### src/rtl/core/multiphase_pwm_timing_calc_macros.svh
// Assertion macros for the multiphase PWM timing calculator.
// Used by the top level only; depends on nothing.
`ifndef MULTIPHASE_PWM_TIMING_CALC_MACROS_SVH
`define MULTIPHASE_PWM_TIMING_CALC_MACROS_SVH
// Same-cycle implication, disabled during reset.
`define MPWM_ASSERT_NOW(label, clk, rst, ante, cons) \
  label: assert property (@(posedge clk) disable iff (rst) (ante) |-> (cons)) \
    else $error("assertion failed");
// Next-cycle implication, disabled during reset.
`define MPWM_ASSERT_NEXT(label, clk, rst, ante, cons) \
  label: assert property (@(posedge clk) disable iff (rst) (ante) |=> (cons)) \
    else $error("assertion failed");
`endif

### src/rtl/core/mpwm_pkg.sv
// Package for the multiphase PWM timing calculator: widths, constants,
// update kinds and the prescaler shift table. Depends on nothing.
package mpwm_pkg;
  localparam int CLK_W = 28;
  localparam int FREQ_W = 24;
  localparam int PCT_W = 14;
  localparam int PER_W = 16;
  localparam int CMP_W = 17;
  localparam int CODE_W = 3;
  localparam int KIND_W = 2;
  localparam int NCMP = 7;
  localparam int MUL_W = 31;
  localparam int RECIP_SHIFT = 44;
  localparam logic [MUL_W-1:0] RECIP_10000 = 31'd1759218605;
  localparam logic [PER_W-1:0] PERIOD_MAX = 16'd65535;
  localparam logic [PER_W-1:0] FAST_LIMIT = 16'd400;
  localparam logic [CMP_W-1:0] CMP_MAX = 17'd131071;
  localparam logic [CLK_W-1:0] CLOCK_RESET = 28'd80000000;
  localparam int IN_TDATA_W = 128;
  localparam int OUT_TDATA_W = 144;

  typedef enum logic [KIND_W-1:0] {
    KIND_NONE = 2'd0,
    KIND_BUFFERED = 2'd1,
    KIND_RESTART = 2'd2
  } kind_t;

  function automatic logic [3:0] presc_shift(input logic [CODE_W-1:0] code);
    logic [3:0] s;
    case (code)
      3'd7: s = 4'd8;
      default: s = {1'b0, code};
    endcase
    return s;
  endfunction
endpackage

### src/rtl/core/mpwm_cfg.sv
// APB-style register port holding the timer clock frequency.
// Depends on mpwm_pkg.
module mpwm_cfg
  import mpwm_pkg::*;
(
  input  logic             clk,
  input  logic             rst,
  input  logic             psel,
  input  logic             penable,
  input  logic             pwrite,
  input  logic [1:0]       paddr,
  input  logic [31:0]      pwdata,
  output logic [31:0]      prdata,
  output logic             pready,
  output logic [CLK_W-1:0] clock_hz
);
  assign pready = 1'b1;
  always_ff @(posedge clk) begin
    if (rst) begin
      clock_hz <= CLOCK_RESET;
    end else if (psel && penable && pwrite && paddr == 2'd0) begin
      clock_hz <= pwdata[CLK_W-1:0];
    end
  end
  assign prdata = (paddr == 2'd0) ? {{(32-CLK_W){1'b0}}, clock_hz} : 32'd0;
endmodule

### src/rtl/core/mpwm_div.sv
// Radix-2 restoring divider, one quotient bit per cycle.
// Depends on mpwm_pkg.
module mpwm_div
  import mpwm_pkg::*;
(
  input  logic              clk,
  input  logic              rst,
  input  logic              start,
  input  logic [CLK_W-1:0]  dividend,
  input  logic [FREQ_W-1:0] divisor,
  output logic              busy,
  output logic              done,
  output logic [CLK_W-1:0]  quotient
);
  logic [FREQ_W:0] rem;
  logic [CLK_W-1:0] num;
  logic [FREQ_W-1:0] dsr;
  logic [4:0] count;
  logic [FREQ_W+1:0] trial;
  logic [FREQ_W+1:0] rem_sh;

  assign rem_sh = {rem, num[CLK_W-1]};
  assign trial = rem_sh - {2'b00, dsr};

  always_ff @(posedge clk) begin
    if (rst) begin
      busy <= 1'b0;
      done <= 1'b0;
      count <= '0;
    end else begin
      done <= 1'b0;
      if (start) begin
        busy <= 1'b1;
        count <= 5'(CLK_W);
        rem <= '0;
        num <= dividend;
        dsr <= divisor;
      end else if (busy) begin
        num <= {num[CLK_W-2:0], 1'b0};
        if (!trial[FREQ_W+1]) begin
          rem <= trial[FREQ_W:0];
          quotient <= {quotient[CLK_W-2:0], 1'b1};
        end else begin
          rem <= rem_sh[FREQ_W:0];
          quotient <= {quotient[CLK_W-2:0], 1'b0};
        end
        count <= count - 5'd1;
        if (count == 5'd1) begin
          busy <= 1'b0;
          done <= 1'b1;
        end
      end
    end
  end
endmodule

### src/rtl/core/mpwm_mul.sv
// Shared registered multiplier used for both scaling steps of each compare.
// Depends on mpwm_pkg.
module mpwm_mul
  import mpwm_pkg::*;
(
  input  logic               clk,
  input  logic [MUL_W-1:0]   a,
  input  logic [MUL_W-1:0]   b,
  output logic [2*MUL_W-1:0] p
);
  always_ff @(posedge clk) begin
    p <= a * b;
  end
endmodule

### src/rtl/core/multiphase_pwm_timing_calc.sv
// Top level of the multiphase PWM timing calculator: sequencer, timing
// state and stream ports. Depends on mpwm_pkg, mpwm_cfg, mpwm_div, mpwm_mul
// and the assertion macro header.
//
// One input beat on s_tvalid/s_tready/s_tdata carries the requested
// frequency, the four channel widths and the phases of channels 2 to 4.
// One output beat on m_tvalid/m_tready/m_tdata follows with the prescaler
// code, the period, the seven compare values and the update kind. clock_hz
// is to be written over the APB-style port only while the block is idle;
// the block itself does not enforce this. An item passes from acceptance
// to the output beat through the shared divider that forms clock_hz/freq_hz
// (a start step, one step per quotient bit and a done step), the choice of
// the prescaler, seven compares that each use the shared multiplier twice,
// and the decision that loads the result. The next input beat is taken once
// the block is back in idle after that decision.
// s_tready is high only in the idle state; an unread result does not
// block the next input beat, but a finished result waits until the output
// register is free. Reset clears the stored timing, turns buffered mode
// off, drops m_tvalid and restores clock_hz to 80 MHz.
`include "multiphase_pwm_timing_calc_macros.svh"
module multiphase_pwm_timing_calc
  import mpwm_pkg::*;
(
  input  logic                   clk,
  input  logic                   rst,
  input  logic                   psel,
  input  logic                   penable,
  input  logic                   pwrite,
  input  logic [1:0]             paddr,
  input  logic [31:0]            pwdata,
  output logic [31:0]            prdata,
  output logic                   pready,
  input  logic                   s_tvalid,
  output logic                   s_tready,
  // freq_hz, ch1_width, ch2_phase, ch2_width, ch3_phase, ch3_width,
  // ch4_phase, ch4_width, zero padding
  input  logic [IN_TDATA_W-1:0]  s_tdata,
  output logic                   m_tvalid,
  input  logic                   m_tready,
  // prescale_code, period_ticks, ch1_stop, ch2_start, ch2_stop, ch3_start,
  // ch3_stop, ch4_start, ch4_stop, update_kind, zero padding
  output logic [OUT_TDATA_W-1:0] m_tdata
);
  typedef enum logic [6:0] {
    S_IDLE   = 7'b0000001,
    S_DIV    = 7'b0000010,
    S_PICK   = 7'b0000100,
    S_MA     = 7'b0001000,
    S_MB     = 7'b0010000,
    S_MC     = 7'b0100000,
    S_DECIDE = 7'b1000000
  } state_t;

  state_t state;
  logic [CLK_W-1:0] clock_hz;
  logic [FREQ_W-1:0] freq;
  logic [PCT_W-1:0] pct_in [0:6];
  logic div_start, div_busy, div_done;
  logic [CLK_W-1:0] quot;
  logic [MUL_W-1:0] mul_a, mul_b;
  logic [2*MUL_W-1:0] mul_p;
  logic [2:0] k;
  logic [CODE_W-1:0] code;
  logic [PER_W-1:0] period;
  logic [CMP_W-1:0] cmp [0:NCMP-1];
  logic [CODE_W-1:0] cur_prescale;
  logic [PER_W-1:0] cur_period;
  logic [CMP_W-1:0] cur_cmp [0:NCMP-1];
  logic start1_set;
  logic buffered_mode;
  kind_t kind;

  logic [CODE_W-1:0] pick_code;
  logic [PER_W-1:0] pick_period;
  logic [PCT_W:0] pct_sel;
  logic [CMP_W+1:0] cmp_raw;
  logic changed, fast, restart;
  logic out_free;

  mpwm_cfg u_cfg (
    .clk(clk), .rst(rst), .psel(psel), .penable(penable), .pwrite(pwrite),
    .paddr(paddr), .pwdata(pwdata), .prdata(prdata), .pready(pready),
    .clock_hz(clock_hz)
  );

  mpwm_div u_div (
    .clk(clk), .rst(rst), .start(div_start), .dividend(clock_hz),
    .divisor(freq), .busy(div_busy), .done(div_done), .quotient(quot)
  );

  mpwm_mul u_mul (.clk(clk), .a(mul_a), .b(mul_b), .p(mul_p));

  assign div_start = (state == S_DIV) && !div_busy && !div_done;
  assign s_tready = (state == S_IDLE);
  assign out_free = !m_tvalid || m_tready;

  always_comb begin
    logic [CLK_W-1:0] m;
    logic in_range;
    m = quot >> presc_shift(cur_prescale);
    in_range = (m <= CLK_W'(PERIOD_MAX)) && (m >= CLK_W'(FAST_LIMIT));
    pick_code = cur_prescale;
    if (!in_range) begin
      pick_code = 3'd7;
      for (int c = 6; c >= 0; c--) begin
        if ((quot >> presc_shift(3'(c))) < CLK_W'(PERIOD_MAX)) begin
          pick_code = 3'(c);
        end
      end
    end
    m = quot >> presc_shift(pick_code);
    pick_period = (m > CLK_W'(PERIOD_MAX)) ? PERIOD_MAX : m[PER_W-1:0];
  end

  always_comb begin
    case (k)
      3'd0: pct_sel = {1'b0, pct_in[0]};
      3'd1: pct_sel = {1'b0, pct_in[1]};
      3'd2: pct_sel = {1'b0, pct_in[1]} + {1'b0, pct_in[2]};
      3'd3: pct_sel = {1'b0, pct_in[3]};
      3'd4: pct_sel = {1'b0, pct_in[3]} + {1'b0, pct_in[4]};
      3'd5: pct_sel = {1'b0, pct_in[5]};
      default: pct_sel = {1'b0, pct_in[5]} + {1'b0, pct_in[6]};
    endcase
  end

  always_comb begin
    if (state == S_MB) begin
      mul_a = mul_p[MUL_W-1:0];
      mul_b = RECIP_10000;
    end else begin
      mul_a = {{(MUL_W-PER_W){1'b0}}, period};
      mul_b = {{(MUL_W-PCT_W-1){1'b0}}, pct_sel};
    end
  end

  assign cmp_raw = {1'b0, mul_p[2*MUL_W-1:RECIP_SHIFT]} + 19'd1;

  always_comb begin
    changed = (code != cur_prescale) || (period != cur_period) || !start1_set;
    for (int i = 0; i < NCMP; i++) begin
      if (cmp[i] != cur_cmp[i]) begin
        changed = 1'b1;
      end
    end
    fast = (code == 3'd0) && (period < FAST_LIMIT);
    restart = (code != cur_prescale) || fast || !buffered_mode;
    kind = KIND_NONE;
    if (changed) begin
      kind = restart ? KIND_RESTART : KIND_BUFFERED;
    end
  end

  always_ff @(posedge clk) begin
    if (rst) begin
      state <= S_IDLE;
      m_tvalid <= 1'b0;
      cur_prescale <= '0;
      cur_period <= '0;
      start1_set <= 1'b0;
      buffered_mode <= 1'b0;
      for (int i = 0; i < NCMP; i++) begin
        cur_cmp[i] <= '0;
      end
    end else begin
      if ((state == S_DECIDE) && out_free) begin
        m_tvalid <= 1'b1;
      end else if (m_tvalid && m_tready) begin
        m_tvalid <= 1'b0;
      end
      unique case (state)
        S_IDLE: begin
          if (s_tvalid) begin
            freq <= (s_tdata[FREQ_W-1:0] == '0) ? FREQ_W'(1) : s_tdata[FREQ_W-1:0];
            for (int i = 0; i < 7; i++) begin
              pct_in[i] <= s_tdata[FREQ_W + PCT_W*i +: PCT_W];
            end
            state <= S_DIV;
          end
        end
        S_DIV: begin
          if (div_done) begin
            state <= S_PICK;
          end
        end
        S_PICK: begin
          code <= pick_code;
          period <= pick_period;
          k <= '0;
          state <= S_MA;
        end
        S_MA: begin
          state <= S_MB;
        end
        S_MB: begin
          state <= S_MC;
        end
        S_MC: begin
          cmp[k] <= (cmp_raw > {2'b00, CMP_MAX}) ? CMP_MAX : cmp_raw[CMP_W-1:0];
          if (k == 3'(NCMP - 1)) begin
            state <= S_DECIDE;
          end else begin
            k <= k + 3'd1;
            state <= S_MA;
          end
        end
        S_DECIDE: begin
          if (out_free) begin
            if (changed) begin
              if (restart) begin
                buffered_mode <= !fast;
              end
              cur_prescale <= code;
              cur_period <= period;
              start1_set <= 1'b1;
              for (int i = 0; i < NCMP; i++) begin
                cur_cmp[i] <= cmp[i];
              end
            end
            m_tdata <= {4'd0, kind, cmp[6], cmp[5], cmp[4], cmp[3], cmp[2], cmp[1],
                        cmp[0], period, code};
            state <= S_IDLE;
          end
        end
        default: state <= S_IDLE;
      endcase
    end
  end

  `MPWM_ASSERT_NOW(a_kind_legal, clk, rst, m_tvalid, m_tdata[139:138] != 2'd3)
  `MPWM_ASSERT_NOW(a_ready_div_idle, clk, rst, s_tready, !div_busy)
  `MPWM_ASSERT_NEXT(a_fast_unbuffered, clk, rst,
                    (state == S_DECIDE) && out_free && changed && fast, !buffered_mode)
endmodule
### config.mk
export PLATFORM = sky130hd
export DESIGN_NAME = multiphase_pwm_timing_calc
export DESIGN_NICKNAME = d
export VERILOG_FILES = /design/src/rtl/core/mpwm_pkg.sv /design/src/rtl/core/mpwm_cfg.sv /design/src/rtl/core/mpwm_div.sv /design/src/rtl/core/mpwm_mul.sv /design/src/rtl/core/multiphase_pwm_timing_calc.sv
export VERILOG_INCLUDE_DIRS = /design/src /design/src/rtl/core
export SDC_FILE = /design/constraint.sdc
export NUM_CORES = 2
export LEC_CHECK = 0
export ABC_AREA = 1
export BUFFER_PORTS_ARGS = -buffer_cell sky130_fd_sc_hd__buf_2
export CAP_MARGIN = 30
export CORE_ASPECT_RATIO = 1.4
export CORE_MARGIN = 10
export CORE_UTILIZATION = 65
export DETAILED_ROUTE_END_ITERATION = 16
export PLACE_DENSITY = 0.85
export SYNTH_ARGS = -nofsm -noshare
export SYNTH_HDL_FRONTEND = slang
export SYNTH_SLANG_ARGS = --single-unit
export TNS_END_PERCENT = 30
### constraint.sdc
create_clock -name clk -period 25.2 [get_ports clk]
set_input_delay 1.26 -clock clk [delete_from_list [all_inputs] [get_ports clk]]
set_output_delay 1.26 -clock clk [all_outputs]
set_load 0.05 [all_outputs]
==> Yosys cells after proc, flatten, opt, wreduce, memory -nomap -nowiden <==
Memory sizes are Yosys's and may differ from the RTL's.
Cells that the tools add are included.
{ "totals": {"mem_bits_ro": 0, "output_inout_bits": 179, "inputBits": 169, "latchBits": 0, "elab_cells": 203, "ram_bits": 336, "regBits": 417, "n_memories": 3} }
{ "op_classes": {"n_bitwise": 10, "magnitude_cmp": 12, "add_sub_neg": 7, "shift": 9, "n_reduce_logical": 39, "multipliers": 1, "n_eq_ne": 29, "div": 0, "muxes": 71} }
{ "mem_list": {"columns": ["memory", "words", "word_bits", "rd", "rd_ports_with_merged_regs", "write_ports", "line", "source"], "rows": [
  ["cmp", 7, 17, 7, 0, 1, "multiphase_pwm_timing_calc.sv:65", "logic [CMP_W-1:0] cmp [0:NCMP-1];"],
  ["cur_cmp", 7, 17, 7, 0, 7, "multiphase_pwm_timing_calc.sv:68", "logic [CMP_W-1:0] cur_cmp [0:NCMP-1];"],
  ["pct_in", 7, 14, 7, 0, 7, "multiphase_pwm_timing_calc.sv:57", "logic [PCT_W-1:0] pct_in [0:6];"]
]} }
{ "ops": {"columns": ["op", "count"], "rows": [
  ["$shr 28x4->28", 9],
  ["$lt 28x16->1 const B", 7],
  ["$mux 17", 8],
  ["$ne 17x17->1", 7],
  ["$pmux 15 s6", 1],
  ["$mux 28", 3],
  ["$mul 31x31->62", 1],
  ["$mux 31", 2],
  ["$mux 25", 2],
  ["$pmux 7 s7", 1],
  ["$add 14x14->15", 3],
  ["$mux 4", 9],
  ["$mux 1", 29],
  ["$ge 28x9->1 const B", 1],
  ["$gt 28x16->1 const B", 1],
  ["$le 28x16->1 const B", 1],
  ["$mux 7", 4],
  ["$sub 26x24->26", 1],
  ["$logic_not 24->1", 1],
  ["$mux 3", 8],
  ["$add 18x1->19 const B", 1],
  ["$gt 19x17->1 const B", 1],
  ["$reduce_and 3->1", 6],
  ["$lt 16x9->1 const B", 1],
  ["32 further kinds", 70]
]} }

==> Logic depth before layout (Yosys ltp) <==
{ "depth": {"depth_word": 20, "ltp_mapped": 57, "mapped_depth_nobuf": 56} }

==> By module <==
A second synthesis with hierarchy kept.
{ "hier_totals": {"hier_cells": 8081, "area_unflattened_um2": 68294.2} }
{ "by_module_without_submodules": {"columns": ["mod", "cells_per_inst", "area_each_um2", "seq_area_each_um2", "n_inst"], "rows": [
  ["mpwm_mul", 4774, 35353.9, 1241.2, 1],
  ["multiphase_pwm_timing_calc", 2311, 25091.6, 16255.6, 1],
  ["mpwm_div", 759, 6391.1, 3293.2, 1],
  ["mpwm_cfg", 237, 1457.6, 560.5, 1]
]} }

==> Worst setup path before layout <==
No wires, ideal clock.
{ "synth_timing": {"kind": "register -> register", "startpoint": "memory pct_in[5][0]", "endpoint": "register u_mul.p[60]", "n_path_buf": 1, "path_stages_with_launch": 48, "required_ns": 25.077, "setup_time_ns": 0.123, "synth_period_minus_slack_ns": 8.817, "setup_slack_ns": 16.383, "t_arrival_ns": 8.694, "cell_sequence": "edfxtp_1 > ha_1 > fa_1 > nand2_1 > inv_1 > o21ai_0 > nand2_1 > a21oi_1 > nor2_1 > nand2_1 > nand2_1 > nand3_1 > nand2_1 > nand2_1 > inv_1 > o21a_1 > o31ai_1 > inv_1 > (+12 left out) > inv_1 > fa_1 > inv_1 > ha_1 > nand2_1 > nor2_1 > inv_1 > nor2_1 > nand3_1 > nand3_1 > inv_1 > o21ai_0 > a31oi_1 > o21bai_1 > nand2_1 > inv_1 > a21oi_1 > xor2_1"} }
{ "synth_rtl": {"columns": ["item", "line", "source"], "rows": [
  ["start, declared", "multiphase_pwm_timing_calc.sv:57", null],
  ["end signal, assigned", "mpwm_mul.sv:12", "p <= a * b;"],
  ["end, declared", "mpwm_mul.sv:9", "output logic [2*MUL_W-1:0] p"]
]} }

==> Worst setup path in the final report <==
{ "layout_timing": {"startpoint": "register k[2]", "endpoint": "register u_mul.p[60]"} }
{ "layout_via": {"elab_chain_cells": 4, "word_cells_on_any_way": 9, "classes_between": "mul (1); eq/ne (5); mux (2); reduce/logical (1)"} }
{ "layout_rtl": {"columns": ["item", "line", "source"], "rows": [
  ["start, declared", "multiphase_pwm_timing_calc.sv:62", "logic [2:0] k;"],
  ["start signal, assigned", "multiphase_pwm_timing_calc.sv:203", "k <= k + 3'd1;"],
  ["$eq 3x3->1, or another cell as far along", "multiphase_pwm_timing_calc.sv:116", "case (k)"],
  ["$pmux 15 s6 *", "multiphase_pwm_timing_calc.sv:116", null],
  ["$mux 31 *", "multiphase_pwm_timing_calc.sv:128", "if (state == S_MB) begin"],
  ["$mul 31x31->62 *", "mpwm_mul.sv:12", null]
]} }
Mark *: on every way between the ends. The rest lies on a longest branch, timed or not.
A chain may end at the register's enable or synchronous reset.

==> summary.md <==
| Metric | Value |
|---|---|
| Delay-heaviest family, CP | `adder cells` |
| WP data required | `25760 ps` |
| Io pins | `348` |
| Setup bufs post-CTS | `0` |
| Drt first pass iters | `8` |
| Yosys warning count | `0` |
| Share of post-route cells with drive strength above 1 | `0.0857` |
| Number of H-tree levels | `2` |
| Tmin final | `10520 ps` |
| Most common cell type on the critical path | `inv_1` |
| Post-Layout Cell Count | `7105` |
| Clock network power share | `0.201` |
| Synth Area in Adders | `0.318` |
| Hold Vio Cnt, Final | `0` |
| Max incr delay on CP | `650 ps` |
| Grt total ovfl | `0` |
| Worst relative slew slack | `0.292` |
| Grt met2 use | `0.552` |
| CTS resizes | `0` |
| Detailed Route WL | `155 mm` |
| Count leader, synth | `inv_1` |
| Avg WL per Cell | `21.9 um` |
| Synth area leader | `edfxtp_1` |
| M1 GR Usage | `0.356` |
| Fin. max-slew vios | `0` |
| Largest net degree at the start of global routing | `95` |
| Vias in the first global route | `43090` |
| Seq pwr share | `0.301` |
| Synth cell count leaders | `1287 x inv_1, 656 x nand2_1, 653 x fa_1` |
| Gpl congestion | `0.996` |
| P_int | `2.84 mW` |
| Simple logic cell fraction of the synthesized area | `0.118` |
| Worst-Skew Late Latency | `700 ps` |
| Compound-Gate Fraction of Synth Area | `0.0622` |
| Sequential-to-total area share from yosys stat | `0.377` |
| HP Class | `reg2reg` |
| Port bufs | `328` |
| Mapped Area | `56000 um2` |
| Top FF cell, synth | `edfxtp_1` |
| Fmax | `0.0951 GHz` |
| Placed cell count | `6989` |
| Clock Sinks | `740` |
| Vias/cell | `5.80` |
| DP HPWL | `122 mm` |
| Gate Count Post-Synth | `5557` |
| CP arrival | `11080 ps` |
| Final WS setup | `14680 ps` |
| Post-Synth XOR/XNOR Area | `0.0249` |
| Pre-CTS setup slack | `15050 ps` |
| Maximum clock path buffer count | `3` |
| Die area | `98400 um2` |
| Synth cell types | `62` |
| Synthesized area per cell | `10.1 um2` |
| Remaining antenna violation count | `0` |
| Final period utilization | `0.417` |
| Mux cell area share after synthesis | `0` |
| Vias | `41181` |
| Multi-input logic area | `29800 um2` |
| DIE HEIGHT | `367 um` |
| Num rows | `127` |
| Die width | `268 um` |
| Power Density | `79.7 nW/um2` |
| WHS | `417 ps` |
| Root buffer cell | `clkbuf_16` |
| Fin Setup TNS | `0 ps` |
| TritonCTS clock tree | `done` |
| Worst Tran Pin Value | `1060 ps` |
| Final Setup Violations | `0` |
| Worst-path clk slew | `70 ps` |
| Crit path buf inv count | `9` |
| Crit-path slowest cell | `fa_1` |
| # DRC | `0` |
| Synth top area share | `0.336` |
| RSZ-0062 raised after global routing | `no` |
| Post-synth EDFFs | `627` |
| First-pass GRT wire length | `238 mm` |
| Core Box Area | `85500 um2` |
| Met3 usage | `0.0451` |
| Initial drt markers | `4100` |
| Ant diodes | `0` |
| Setup Crit Path Kind | `reg2reg` |
| Initial antenna violation count | `2` |
| Leakage power total | `29.7 nW` |
| Post-route design area | `61300 um2` |
| # hold bufs at CTS | `0` |
| Layout area overhead | `9.52%` |
| Flops & latches, synth | `740` |
| Async SR Flop Fraction | `0` |
| Reg area | `21100 um2` |
| Worst-case clock skew | `66.1 ps` |
| Cts bufs inserted | `61` |
| Combinational power share | `0.498` |
| Max-Cap Viols | `0` |
| Placement-stage cell area | `59200 um2` |
| Fill cell count | `5948` |
| Startpoint Class | `flip-flop` |
| Outcome | `completed` |
| Worst-path fanout max | `24` |
| Switching power total | `2.05 mW` |
| Initial core utilization | `0.655` |
| Ranking of synthesized cells by area | `edfxtp_1 34%, fa_1 23%, inv_1 8.6%` |
| GRT Max-Usage Layer | `met2` |
| Final net count | `7161` |
| Sw Share | `0.420` |
| GRT Util Overall | `0.317` |
| Main combinational cell family by area after synthesis | `adder cells` |
| CP Capture Type | `flip-flop` |
| Peak supply drop | `0.000167 V` |
[cell usage in the layout, fill, tap and decap left out, drive strengths merged, types with 44 or more instances in the layout]
| cell | instances |
|---|---|
| a21oi | 221 |
| buf | 371 |
| clkbuf | 71 |
| conb | 114 |
| dfxtp | 113 |
| edfxtp | 627 |
| fa | 653 |
| ha | 379 |
| inv | 1297 |
| nand2 | 666 |
| nand3 | 290 |
| nor2 | 511 |
| nor3 | 44 |
| o21ai | 216 |
| xnor2 | 52 |
| xor2 | 107 |
[registers in the layout (all words and copies together), names as in the netlist, 5 cells and up]
signal and flops:
cur_period 16, cur_cmp 119, state 7, u_div.dsr 24, u_mul.p 49, freq 24
u_cfg.clock_hz 28, period 16, u_div.count 5, cmp 119, u_div.quotient 28, pct_in 98
u_div.rem 25, m_tdata 140, u_div.num 28
[final cells by class]
type,instances,share of cell area
Clock buffer,71,0.0260
Clock inverter,41,0.00733
Inverter,1303,0.0798
Multi-Input combinational cell,3483,0.487
Sequential cell,740,0.344
Tap cell,1096,0.0224
Timing Repair Buffer,371,0.0338
[path summary, 6_finish.rpt]
path                            startpoint  cells past startpoint            to  slack (ps)
worst max-delay path                  k[2]                     35   u_mul.p[60]       14680
worst min-delay path               freq[1]                      0  u_div.dsr[1]         420
worst max register to register        k[2]                     35   u_mul.p[60]       14680
worst min register to register     freq[1]                      0  u_div.dsr[1]         420
[layer usage]
layer	part of all wire	routed length, um
met5	0	0
met4	0.080	12400
met3	0.081	12500
met2	0.51	78800
met1	0.33	51600
[power groups by stage]
stage	Sequential (mW)	Combinational (mW)	Clock (mW)
3_5_place_dp	1.49	2.38	0
3_3_place_gp	1.49	2.33	0
2_1_floorplan	1.50	1.73	0
4_1_cts	1.47	2.41	0.981
6_report	1.47	2.44	0.981
5_1_grt	1.48	2.74	1.02
[logic make-up (layout without fill, tap and decap cells)]
kind of cell | after synthesis | after routing
other | 2 | 114
AOI/OAI and AO/OA | 599 | 599
DFF | 740 | 740
xor gates and xnor gates | 159 | 159
buffers and inverters | 1446 | 1786
adders and majority gates | 1032 | 1032
and+or+nand+nor | 1579 | 1579
[metrics by stage]
step	power [mW]	utilization
5_1_grt	5.23	0.717
3_5_place_dp	3.87	0.692
2_1_floorplan	3.22	-
4_1_cts	4.86	0.716
6_report	4.89	0.717
3_3_place_gp	3.83	0.691
Note: power is estimated with default switching activity, not from simulation.
